`config.mk`:
```
export PLATFORM = sky130hd
export DESIGN_NAME = rgbw_light_mode_controller
export DESIGN_NICKNAME = d
export VERILOG_FILES = /design/src/rtl/rlmc_pkg.sv /design/src/rtl/rlmc_power_div.sv /design/src/rtl/rlmc_core.sv /design/src/rtl/rgbw_light_mode_controller.sv
export SDC_FILE = /design/constraint.sdc
export NUM_CORES = 2
export LEC_CHECK = 0
export BUFFER_PORTS_ARGS = -buffer_cell sky130_fd_sc_hd__buf_2
export CORE_UTILIZATION = 50
export CTS_BUF_LIST = sky130_fd_sc_hd__clkbuf_8
export DETAILED_ROUTE_END_ITERATION = 10
export PLACE_DENSITY = 0.74
export SYNTH_ARGS = -nofsm -noshare
export SYNTH_HDL_FRONTEND = slang
export SYNTH_SLANG_ARGS = --single-unit
```
`constraint.sdc`:
```
create_clock -name clk -period 10.65 [get_ports clk]
set_clock_uncertainty 0.05 [all_clocks]
set_input_delay 2.13 -clock clk [delete_from_list [all_inputs] [get_ports clk]]
set_output_delay 2.13 -clock clk [all_outputs]
set_load 0.005 [all_outputs]
```
`src/rtl/rlmc_pkg.sv`:
```
// Shared types, codes and constants for the RGBW light mode controller.
`timescale 1ns / 1ps
`default_nettype none

package rlmc_pkg;

  // Item opcodes
  localparam logic [2:0] OP_TICK       = 3'd0;
  localparam logic [2:0] OP_SET_WHITE  = 3'd1;
  localparam logic [2:0] OP_SET_COLOUR = 3'd2;
  localparam logic [2:0] OP_SWITCH     = 3'd3;
  localparam logic [2:0] OP_CYCLE      = 3'd4;

  // Switch kinds
  localparam logic [1:0] SW_ON     = 2'd0;
  localparam logic [1:0] SW_OFF    = 2'd1;
  localparam logic [1:0] SW_TOGGLE = 2'd2;
  localparam logic [1:0] SW_BAD    = 2'd3;

  // White modes
  localparam logic [2:0] WM_OFF     = 3'd0;
  localparam logic [2:0] WM_LOW     = 3'd1;
  localparam logic [2:0] WM_HALF    = 3'd2;
  localparam logic [2:0] WM_FULL    = 3'd3;
  localparam logic [2:0] WM_AUTO    = 3'd4;
  localparam logic [2:0] WM_SOS     = 3'd5;
  localparam logic [2:0] WM_TWINKLE = 3'd6;

  // Colour modes
  localparam logic [2:0] CM_OFF  = 3'd0;
  localparam logic [2:0] CM_LOW  = 3'd1;
  localparam logic [2:0] CM_HALF = 3'd2;
  localparam logic [2:0] CM_FULL = 3'd3;
  localparam logic [2:0] CM_AUTO = 3'd4;

  // Configuration register indexes
  localparam logic [2:0] REG_OVERCURRENT = 3'd0;
  localparam logic [2:0] REG_DARK_LIMIT  = 3'd1;
  localparam logic [2:0] REG_MID_LIMIT   = 3'd2;
  localparam logic [2:0] REG_AUTO_LOW    = 3'd3;
  localparam logic [2:0] REG_AUTO_MID    = 3'd4;

  // Configuration reset values
  localparam logic [12:0] RST_OVERCURRENT = 13'd2500;
  localparam logic [11:0] RST_DARK_LIMIT  = 12'd100;
  localparam logic [11:0] RST_MID_LIMIT   = 12'd400;
  localparam logic [9:0]  RST_AUTO_LOW    = 10'd200;
  localparam logic [9:0]  RST_AUTO_MID    = 10'd500;

  // Fixed levels
  localparam logic [9:0] LEVEL_LOW     = 10'd250;
  localparam logic [9:0] LEVEL_HALF    = 10'd500;
  localparam logic [9:0] LEVEL_TWINKLE = 10'd350;

  // SOS pattern length
  localparam int         SOS_PERIOD = 10;
  localparam logic [3:0] SOS_LAST   = 4'(SOS_PERIOD - 1);

  // Power: (v * i + 5000) / 10000 as a multiply by ceil(2^39 / 10000), shift by 39.
  // Exact for every sum below 2^25.
  localparam logic [24:0] POWER_ROUND = 25'd5000;
  localparam logic [25:0] POWER_RECIP = 26'd54975582;
  localparam int          POWER_SHIFT = 39;

  typedef struct packed {
    logic [12:0] overcurrent_limit_ma;
    logic [11:0] dark_ambient_limit;
    logic [11:0] mid_ambient_limit;
    logic [9:0]  auto_low_level;
    logic [9:0]  auto_mid_level;
  } cfg_t;

  typedef struct packed {
    logic [9:0]  warm_level;
    logic [9:0]  blue_level;
    logic [9:0]  green_level;
    logic [9:0]  red_level;
    logic [11:0] power_estimate;
    logic        lamp_on;
    logic [2:0]  white_mode_now;
    logic [2:0]  colour_mode_now;
    logic        rejected;
  } result_t;

  // Lit steps of the SOS pattern
  function automatic logic sos_lit(input logic [3:0] step);
    logic lit;
    unique case (step)
      4'd0, 4'd2, 4'd4, 4'd6, 4'd7, 4'd8: lit = 1'b1;
      default:                            lit = 1'b0;
    endcase
    return lit;
  endfunction

endpackage

`default_nettype wire

```
`src/rtl/rlmc_power_div.sv`:
```
// Rounded divide of the voltage-current product by 10000 through a reciprocal multiply.
`timescale 1ns / 1ps
`default_nettype none

module rlmc_power_div (
  input  wire logic [24:0] product,
  output logic      [11:0] power
);
  import rlmc_pkg::*;

  logic [24:0] rounded;
  logic [50:0] scaled;

  // Sum stays below 2^25 for all 12 x 13 bit operands
  assign rounded = product + POWER_ROUND;
  assign scaled  = {26'd0, rounded} * {25'd0, POWER_RECIP};
  // Quotient never exceeds 3354, so it fits 12 bits without saturation
  assign power   = scaled[POWER_SHIFT +: 12];

endmodule

`default_nettype wire

```
`src/rtl/rlmc_core.sv`:
```
// Mode state registers and next-state logic for one item.
`timescale 1ns / 1ps
`default_nettype none

module rlmc_core #(
  parameter int unsigned PWM_MAX = 1000
) (
  input  wire logic              clk,
  input  wire logic              rst,
  input  wire logic              advance,
  input  wire logic [2:0]        opcode,
  input  wire logic [2:0]        mode_value,
  input  wire logic [1:0]        switch_kind,
  input  wire logic              system_active,
  input  wire logic [11:0]       ambient_level,
  input  wire logic [12:0]       drive_current_ma,
  input  wire logic [11:0]       power_q,
  input  wire rlmc_pkg::cfg_t    cfg,
  output rlmc_pkg::result_t      result
);
  import rlmc_pkg::*;

  localparam logic [9:0] PwmLevel = 10'(PWM_MAX);

  logic [2:0]  white_mode, white_mode_next;
  logic [2:0]  colour_mode, colour_mode_next;
  logic [3:0]  sos_step, sos_step_next;
  logic        twinkle_phase, twinkle_phase_next;
  logic [9:0]  warm, warm_next;
  logic [9:0]  blue, blue_next;
  logic [9:0]  green, green_next;
  logic [9:0]  red, red_next;
  logic [11:0] power, power_next;
  logic        lamp, lamp_next;
  logic        rejected;

  logic        do_set, do_shut;
  logic [9:0]  set_w, set_b, set_g, set_r;
  logic [9:0]  colour_lvl, auto_lvl;
  logic [9:0]  cl_w, cl_b, cl_g, cl_r;

  function automatic logic [9:0] clamp_lvl(input logic [9:0] v);
    return (v > PwmLevel) ? PwmLevel : v;
  endfunction

  always_comb begin
    unique case (colour_mode)
      CM_LOW:           colour_lvl = LEVEL_LOW;
      CM_HALF:          colour_lvl = LEVEL_HALF;
      CM_FULL, CM_AUTO: colour_lvl = PwmLevel;
      default:          colour_lvl = '0;
    endcase
  end

  always_comb begin
    priority if (ambient_level < cfg.dark_ambient_limit) begin
      auto_lvl = cfg.auto_low_level;
    end else if (ambient_level < cfg.mid_ambient_limit) begin
      auto_lvl = cfg.auto_mid_level;
    end else begin
      auto_lvl = PwmLevel;
    end
  end

  always_comb begin
    white_mode_next    = white_mode;
    colour_mode_next   = colour_mode;
    sos_step_next      = sos_step;
    twinkle_phase_next = twinkle_phase;
    rejected           = 1'b0;
    do_set             = 1'b0;
    do_shut            = 1'b0;
    set_w              = '0;
    set_b              = '0;
    set_g              = '0;
    set_r              = '0;

    unique case (opcode)
      OP_TICK: begin
        if (drive_current_ma > cfg.overcurrent_limit_ma || !system_active) begin
          white_mode_next  = WM_OFF;
          colour_mode_next = CM_OFF;
          do_shut          = 1'b1;
        end else begin
          unique case (white_mode)
            WM_LOW, WM_HALF, WM_FULL, WM_AUTO: begin
              do_set = 1'b1;
              unique case (white_mode)
                WM_LOW:  set_w = LEVEL_LOW;
                WM_HALF: set_w = LEVEL_HALF;
                WM_FULL: set_w = PwmLevel;
                default: set_w = auto_lvl;
              endcase
              set_b = colour_lvl;
              set_g = colour_lvl;
              set_r = colour_lvl;
            end
            WM_SOS: begin
              do_set        = 1'b1;
              sos_step_next = (sos_step >= SOS_LAST) ? 4'd0 : sos_step + 4'd1;
              if (sos_lit(sos_step_next)) begin
                set_w = PwmLevel;
                set_r = PwmLevel;
              end
            end
            WM_TWINKLE: begin
              do_set             = 1'b1;
              twinkle_phase_next = ~twinkle_phase;
              if (twinkle_phase_next) begin
                set_w = LEVEL_TWINKLE;
                set_b = colour_lvl;
                set_r = colour_lvl;
              end
            end
            default: do_shut = 1'b1;
          endcase
        end
      end
      OP_SET_WHITE: white_mode_next = mode_value;
      OP_SET_COLOUR: colour_mode_next = mode_value;
      OP_SWITCH: begin
        unique case (switch_kind)
          SW_ON: begin
            if (white_mode == WM_OFF) white_mode_next = WM_FULL;
            if (colour_mode == CM_OFF) colour_mode_next = CM_LOW;
          end
          SW_OFF: begin
            white_mode_next  = WM_OFF;
            colour_mode_next = CM_OFF;
            do_shut          = 1'b1;
          end
          SW_TOGGLE: begin
            if (white_mode == WM_OFF && colour_mode == CM_OFF) begin
              white_mode_next  = WM_FULL;
              colour_mode_next = CM_LOW;
            end else begin
              white_mode_next  = WM_OFF;
              colour_mode_next = CM_OFF;
              do_shut          = 1'b1;
            end
          end
          default: rejected = 1'b1;
        endcase
      end
      OP_CYCLE: white_mode_next = (white_mode < WM_TWINKLE) ? white_mode + 3'd1 : WM_OFF;
      default: ;
    endcase
  end

  assign cl_w = clamp_lvl(set_w);
  assign cl_b = clamp_lvl(set_b);
  assign cl_g = clamp_lvl(set_g);
  assign cl_r = clamp_lvl(set_r);

  always_comb begin
    warm_next  = warm;
    blue_next  = blue;
    green_next = green;
    red_next   = red;
    power_next = power;
    lamp_next  = lamp;
    priority if (do_shut) begin
      warm_next  = '0;
      blue_next  = '0;
      green_next = '0;
      red_next   = '0;
      power_next = '0;
      lamp_next  = 1'b0;
    end else if (do_set) begin
      warm_next  = cl_w;
      blue_next  = cl_b;
      green_next = cl_g;
      red_next   = cl_r;
      power_next = power_q;
      lamp_next  = |{cl_w, cl_b, cl_g, cl_r};
    end else if (opcode == OP_SET_WHITE && mode_value == WM_OFF && colour_mode == CM_OFF) begin
      // White off with colour off drops the lamp flag but leaves the levels
      lamp_next = 1'b0;
    end
  end

  always_ff @(posedge clk) begin
    if (rst) begin
      white_mode    <= WM_OFF;
      colour_mode   <= CM_OFF;
      sos_step      <= '0;
      twinkle_phase <= 1'b0;
      warm          <= '0;
      blue          <= '0;
      green         <= '0;
      red           <= '0;
      power         <= '0;
      lamp          <= 1'b0;
    end else if (advance) begin
      white_mode    <= white_mode_next;
      colour_mode   <= colour_mode_next;
      sos_step      <= sos_step_next;
      twinkle_phase <= twinkle_phase_next;
      warm          <= warm_next;
      blue          <= blue_next;
      green         <= green_next;
      red           <= red_next;
      power         <= power_next;
      lamp          <= lamp_next;
    end
  end

  always_comb begin
    result.warm_level      = warm_next;
    result.blue_level      = blue_next;
    result.green_level     = green_next;
    result.red_level       = red_next;
    result.power_estimate  = power_next;
    result.lamp_on         = lamp_next;
    result.white_mode_now  = white_mode_next;
    result.colour_mode_now = colour_mode_next;
    result.rejected        = rejected;
  end

`ifndef ASSERT_OFF
  a_lamp_needs_level: assert property (@(posedge clk) disable iff (rst)
    lamp |-> (warm != '0 || blue != '0 || green != '0 || red != '0))
    else $error("lamp flag set with all levels zero");

  a_levels_clamped: assert property (@(posedge clk) disable iff (rst)
    (warm <= PwmLevel) && (blue <= PwmLevel) && (green <= PwmLevel) && (red <= PwmLevel))
    else $error("channel level above maximum");

  a_sos_in_range: assert property (@(posedge clk) disable iff (rst)
    sos_step <= SOS_LAST)
    else $error("sos step out of range");

  a_hold_when_idle: assert property (@(posedge clk) disable iff (rst)
    !advance |=> $stable(white_mode) && $stable(colour_mode) && $stable(lamp))
    else $error("mode state changed without an item");
`endif

endmodule

`default_nettype wire

```
`src/rtl/rgbw_light_mode_controller.sv`:
```
// Top level of the RGBW light mode controller: config registers, item and result stages.
`timescale 1ns / 1ps
`default_nettype none

// Item-driven controller for four light channels (warm, blue, green, red).
// Each accepted item yields exactly one result item, in order. An item is
// captured in an input register (the supply voltage times drive current
// product is formed on the way in), then the mode logic and the power divide
// run combinationally into the result register. One item is accepted every
// cycle as long as the result side keeps taking items, and the input stage
// keeps accepting while a finished result waits, until both stages are full.
// Configuration writes take effect at the clock edge of the write; write
// them only while the block is idle. Levels are clamped to PWM_MAX;
// power_estimate is (voltage * current_mA + 5000) / 10000 on a level update
// and zero on shutdown.
module rgbw_light_mode_controller #(
  parameter int unsigned PWM_MAX = 1000
) (
  input  wire logic        clk,
  input  wire logic        rst,
  // item input channel
  input  wire logic        in_valid,
  output logic             in_ready,
  input  wire logic [2:0]  opcode,
  input  wire logic [2:0]  mode_value,
  input  wire logic [1:0]  switch_kind,
  input  wire logic        system_active,
  input  wire logic [11:0] ambient_level,
  input  wire logic [12:0] drive_current_ma,
  input  wire logic [11:0] supply_voltage,
  // result channel
  output logic             out_valid,
  input  wire logic        out_ready,
  output logic [9:0]       warm_level,
  output logic [9:0]       blue_level,
  output logic [9:0]       green_level,
  output logic [9:0]       red_level,
  output logic [11:0]      power_estimate,
  output logic             lamp_on,
  output logic [2:0]       white_mode_now,
  output logic [2:0]       colour_mode_now,
  output logic             rejected,
  // configuration write port
  input  wire logic        cfg_write_en,
  input  wire logic [2:0]  cfg_index,
  input  wire logic [12:0] cfg_data
);
  import rlmc_pkg::*;

  cfg_t        cfg;

  // input stage
  logic        s1_valid;
  logic [2:0]  s1_opcode;
  logic [2:0]  s1_mode_value;
  logic [1:0]  s1_switch_kind;
  logic        s1_system_active;
  logic [11:0] s1_ambient_level;
  logic [12:0] s1_drive_current_ma;
  logic [24:0] s1_product;

  logic        advance;
  logic [11:0] power_q;
  result_t     core_result;
  result_t     out_result;

  // Move the staged item into the result register when that register is free
  // or being emptied this cycle.
  assign advance  = s1_valid && (!out_valid || out_ready);
  assign in_ready = !s1_valid || advance;

  // Configuration registers; indexes past the list are dropped
  always_ff @(posedge clk) begin
    if (rst) begin
      cfg.overcurrent_limit_ma <= RST_OVERCURRENT;
      cfg.dark_ambient_limit   <= RST_DARK_LIMIT;
      cfg.mid_ambient_limit    <= RST_MID_LIMIT;
      cfg.auto_low_level       <= RST_AUTO_LOW;
      cfg.auto_mid_level       <= RST_AUTO_MID;
    end else if (cfg_write_en) begin
      unique case (cfg_index)
        REG_OVERCURRENT: cfg.overcurrent_limit_ma <= cfg_data;
        REG_DARK_LIMIT:  cfg.dark_ambient_limit   <= cfg_data[11:0];
        REG_MID_LIMIT:   cfg.mid_ambient_limit    <= cfg_data[11:0];
        REG_AUTO_LOW:    cfg.auto_low_level       <= cfg_data[9:0];
        REG_AUTO_MID:    cfg.auto_mid_level       <= cfg_data[9:0];
        default: ;
      endcase
    end
  end

  // Input register: hold the item until it advances
  always_ff @(posedge clk) begin
    if (rst) begin
      s1_valid <= 1'b0;
    end else if (in_ready) begin
      s1_valid <= in_valid;
    end
  end

  always_ff @(posedge clk) begin
    if (in_valid && in_ready) begin
      s1_opcode           <= opcode;
      s1_mode_value       <= mode_value;
      s1_switch_kind      <= switch_kind;
      s1_system_active    <= system_active;
      s1_ambient_level    <= ambient_level;
      s1_drive_current_ma <= drive_current_ma;
      s1_product          <= {13'd0, supply_voltage} * {12'd0, drive_current_ma};
    end
  end

  rlmc_power_div u_power_div (
    .product (s1_product),
    .power   (power_q)
  );

  rlmc_core #(
    .PWM_MAX (PWM_MAX)
  ) u_core (
    .clk              (clk),
    .rst              (rst),
    .advance          (advance),
    .opcode           (s1_opcode),
    .mode_value       (s1_mode_value),
    .switch_kind      (s1_switch_kind),
    .system_active    (s1_system_active),
    .ambient_level    (s1_ambient_level),
    .drive_current_ma (s1_drive_current_ma),
    .power_q          (power_q),
    .cfg              (cfg),
    .result           (core_result)
  );

  // Result register: load on advance, drop valid once taken
  always_ff @(posedge clk) begin
    if (rst) begin
      out_valid <= 1'b0;
    end else if (advance) begin
      out_valid <= 1'b1;
    end else if (out_ready) begin
      out_valid <= 1'b0;
    end
  end

  always_ff @(posedge clk) begin
    if (advance) begin
      out_result <= core_result;
    end
  end

  assign warm_level      = out_result.warm_level;
  assign blue_level      = out_result.blue_level;
  assign green_level     = out_result.green_level;
  assign red_level       = out_result.red_level;
  assign power_estimate  = out_result.power_estimate;
  assign lamp_on         = out_result.lamp_on;
  assign white_mode_now  = out_result.white_mode_now;
  assign colour_mode_now = out_result.colour_mode_now;
  assign rejected        = out_result.rejected;

`ifndef ASSERT_OFF
  a_accept_fills_stage: assert property (@(posedge clk) disable iff (rst)
    in_valid && in_ready |=> s1_valid)
    else $error("accepted item not staged");

  a_advance_gives_result: assert property (@(posedge clk) disable iff (rst)
    advance |=> out_valid)
    else $error("advanced item missing at output");

  a_stalled_stage_holds: assert property (@(posedge clk) disable iff (rst)
    s1_valid && !advance |=> s1_valid && $stable(s1_opcode) && $stable(s1_product))
    else $error("staged item lost while stalled");

  a_result_only_from_stage: assert property (@(posedge clk) disable iff (rst)
    $rose(out_valid) |-> $past(s1_valid))
    else $error("result appeared without a staged item");
`endif

endmodule

`default_nettype wire
```
==> flow_summary.toml <==
[clock_tree]
cts_root_buffer = "clkbuf_8"
cts.sinks = 242
cts_tree = "done"
clockBufferDepth = 3
ctsResizeCount = 0
cts_hold_buf = 0
post_cts_buffers = 0
cts_made_buffers = 41
htree_levels = 2
clkTransAtPathRegs_ps = 60
worstSkewPairLatency_ps = 590

[synth]
syn_inst = 2860
async_flop_share_pct = 0
ys_ff_latch = 242
synth_nets = 3629
yosys_warnings = 0
synth_area_leaders = "fa_1 (26%), ha_1 (16%), edfxtp_1 (13%)"
synth_edf_count = 119
avgSynthCellArea_um2 = 9.510
yosys_most_used_dff = "dfxtp_1"
synth.distinct_cells = 93
yosysSeqAreaShare_pct = 22.19
yosys.area.top_type = "fa_1"
syn-cell-area_mm2 = 0.02720
netlist.area_leader.share_pct = 25.84

[global_route]
grt_use_total_pct = 23.41
grt_util_met1_pct = 31.62
grt_util_met3_pct = 3.694
grt_pass1_wl_um = 103200
grt_pass1_vias = 19860
use_met2_pct = 38.58
grt_max_degree = 98
grt-ovfl-total = 0
grt_busiest_layer = "met2"
antenna_found_initial = 0

[min_path]
min_path_type = "reg2reg"

[critical_path]
worstPathMaxFanout = 8
critPathRequiredTime_ps = 10940
cp_slowest_cell = "edfxtp_1"
crit_path_max_incr_delay_ps = 520
worstSetupPathType = "reg2reg"
endpoint_kind = "flip-flop"
cp-start-kind = "flip-flop"
critical_path_arrival_ps = 9070
crit_top_cell = "ha_1"

[timing]
setup_viol = 0
fin_crit_sh_pct = 82.38
hold_violations = 0
worstMarginPinSlew_ps = 1145
rsz0062_at_grt = "false"
slew_violations = 0
fin_tns_setup_ps = 0
timing.fmax_mhz = 114.0
layout_min_cycle_time_ps = 8774
maxSlewHeadroom_pct = 23.14

[route]
route.vias.total = 19750
drc_errors = 0
wire_per_inst_um = 17.42
vias_per_cell = 5.344
drt-pass1-iter-count = 6
drt_iter0_drc = 1436
routed_wl_um = 64370
drtAntennaViolNets = 0

[placement]
gp_congestion = 0.9591
port_buffers = 128
hpwl_um = 52620

[floorplanning]
die_area_mm2 = 0.05533
num_io_pins = 129
die_x_um = 235.2
rows = 85
fp.coreArea_mm2 = 0.05381
die_y_um = 235.2
initial_core_util_pct = 50.54

[layout]
final_nets = 3736
drive_above_1_share_pct = 8.203
area_growth_pct = 7.775
final_common_cell = "inv_1"
num_antenna_cells = 0
layout_common_cells = "inv_1 (632), fa_1 (351), ha_1 (351)"

[status]
status = "finished clean"

[job]
maxCapViolCount = 0
==> critical path: cells and delay by family, from the launching register on <==
kind                       cells  cell delay (ps)
AOI/OAI and AO/OA              7             1640
adders and majority gates      9             3590
buffers and inverters          4              560
and+or+nand+nor                8             1360
DFF                            1              520
xor gates and xnor gates       2              800
==> area by class of cell <==
| class | count | area, um2 |
|---|---|---|
| multi-input cells | 1920 | 18530 |
| flip-flops and latches | 242 | 6036 |
| inverters | 620 | 2328 |
| fillers | 4789 | 24500 |
| clock inverters | 31 | 193.9 |
| repair buffers | 142 | 748.2 |
| well taps | 696 | 870.8 |
| clock buffers | 44 | 605.6 |
==> state kept, by name (all words and copies together), names as in the netlist, 2 cells and up <==
signal               flops
s1_opcode                3
u_core.red              10
s1_switch_kind           2
u_core.colour_mode       3
white_mode_now           3
s1_mode_value            3
warm_level              10
blue_level              10
u_core.sos_step          4
red_level               10
u_core.power            12
u_core.green            10
cfg                     57
s1_product              25
u_core.warm             10
colour_mode_now          3
u_core.white_mode        3
green_level             10
power_estimate          12
s1_ambient_level        12
s1_drive_current_ma     13
u_core.blue             10
==> cell families (layout without fill, tap and decap cells) <==
logic type | Yosys count | count (layout) | share of synthesized area, %
mux | 3 | 3 | 0.1104
buf+inv | 698 | 837 | 9.702
simple gates | 708 | 708 | 12.33
flops | 242 | 242 | 22.19
compound gates | 388 | 388 | 9.739
xor+xnor | 119 | 119 | 3.943
fa+ha+maj | 702 | 702 | 41.98
==> through the flow <==
stage	instances	hold WS, ps	setup slack [ps]	cell area, um2	util [%]
2_1_floorplan	2860	370.9	2623	27200	-
3_3_place_gp	3620	383.7	1968	28510	52.98
3_5_place_dp	3620	385.1	1872	28510	52.98
4_1_cts	3695	401.7	1861	29310	54.47
5_1_grt	3695	413.0	1321	29310	54.47
6_report	3695	398.5	1876	29310	54.47
==> cell usage after synthesis, types with 23 or more instances <==
library cell	count
a211oi_1	23
a21o_1	23
a21oi_1	134
and2_1	73
clkbuf_1	63
dfxtp_1	123
edfxtp_1	119
fa_1	351
ha_1	351
inv_1	616
nand2_1	315
nand3_1	35
nor2_1	138
o21a_1	25
o21ai_0	51
xnor2_1	83
xor2_1	32
==> routing by layer <==
metal / part of all wire, % / up-vias
met5: 0 / -
met4: 2.9 / 0
met3: 6.1 / 114
met2: 47 / 587
met1: 44 / 9667
li1: - / 9377
==> path summary, 6_finish.rpt <==
kind | slack [ps] | endpoint | startpoint | cells past startpoint
min reg2reg | 400 | u_core.red[0] | u_core.red[0] | 1
max | 1880 | power_estimate[10] | s1_product[3] | 30
max reg2reg | 1880 | power_estimate[10] | s1_product[3] | 30
min | 400 | u_core.red[0] | u_core.red[0] | 1
Power is left out: the tool's default activity adds up to more than one toggle a clock period on the data nets, which glitch-free logic cannot reach.
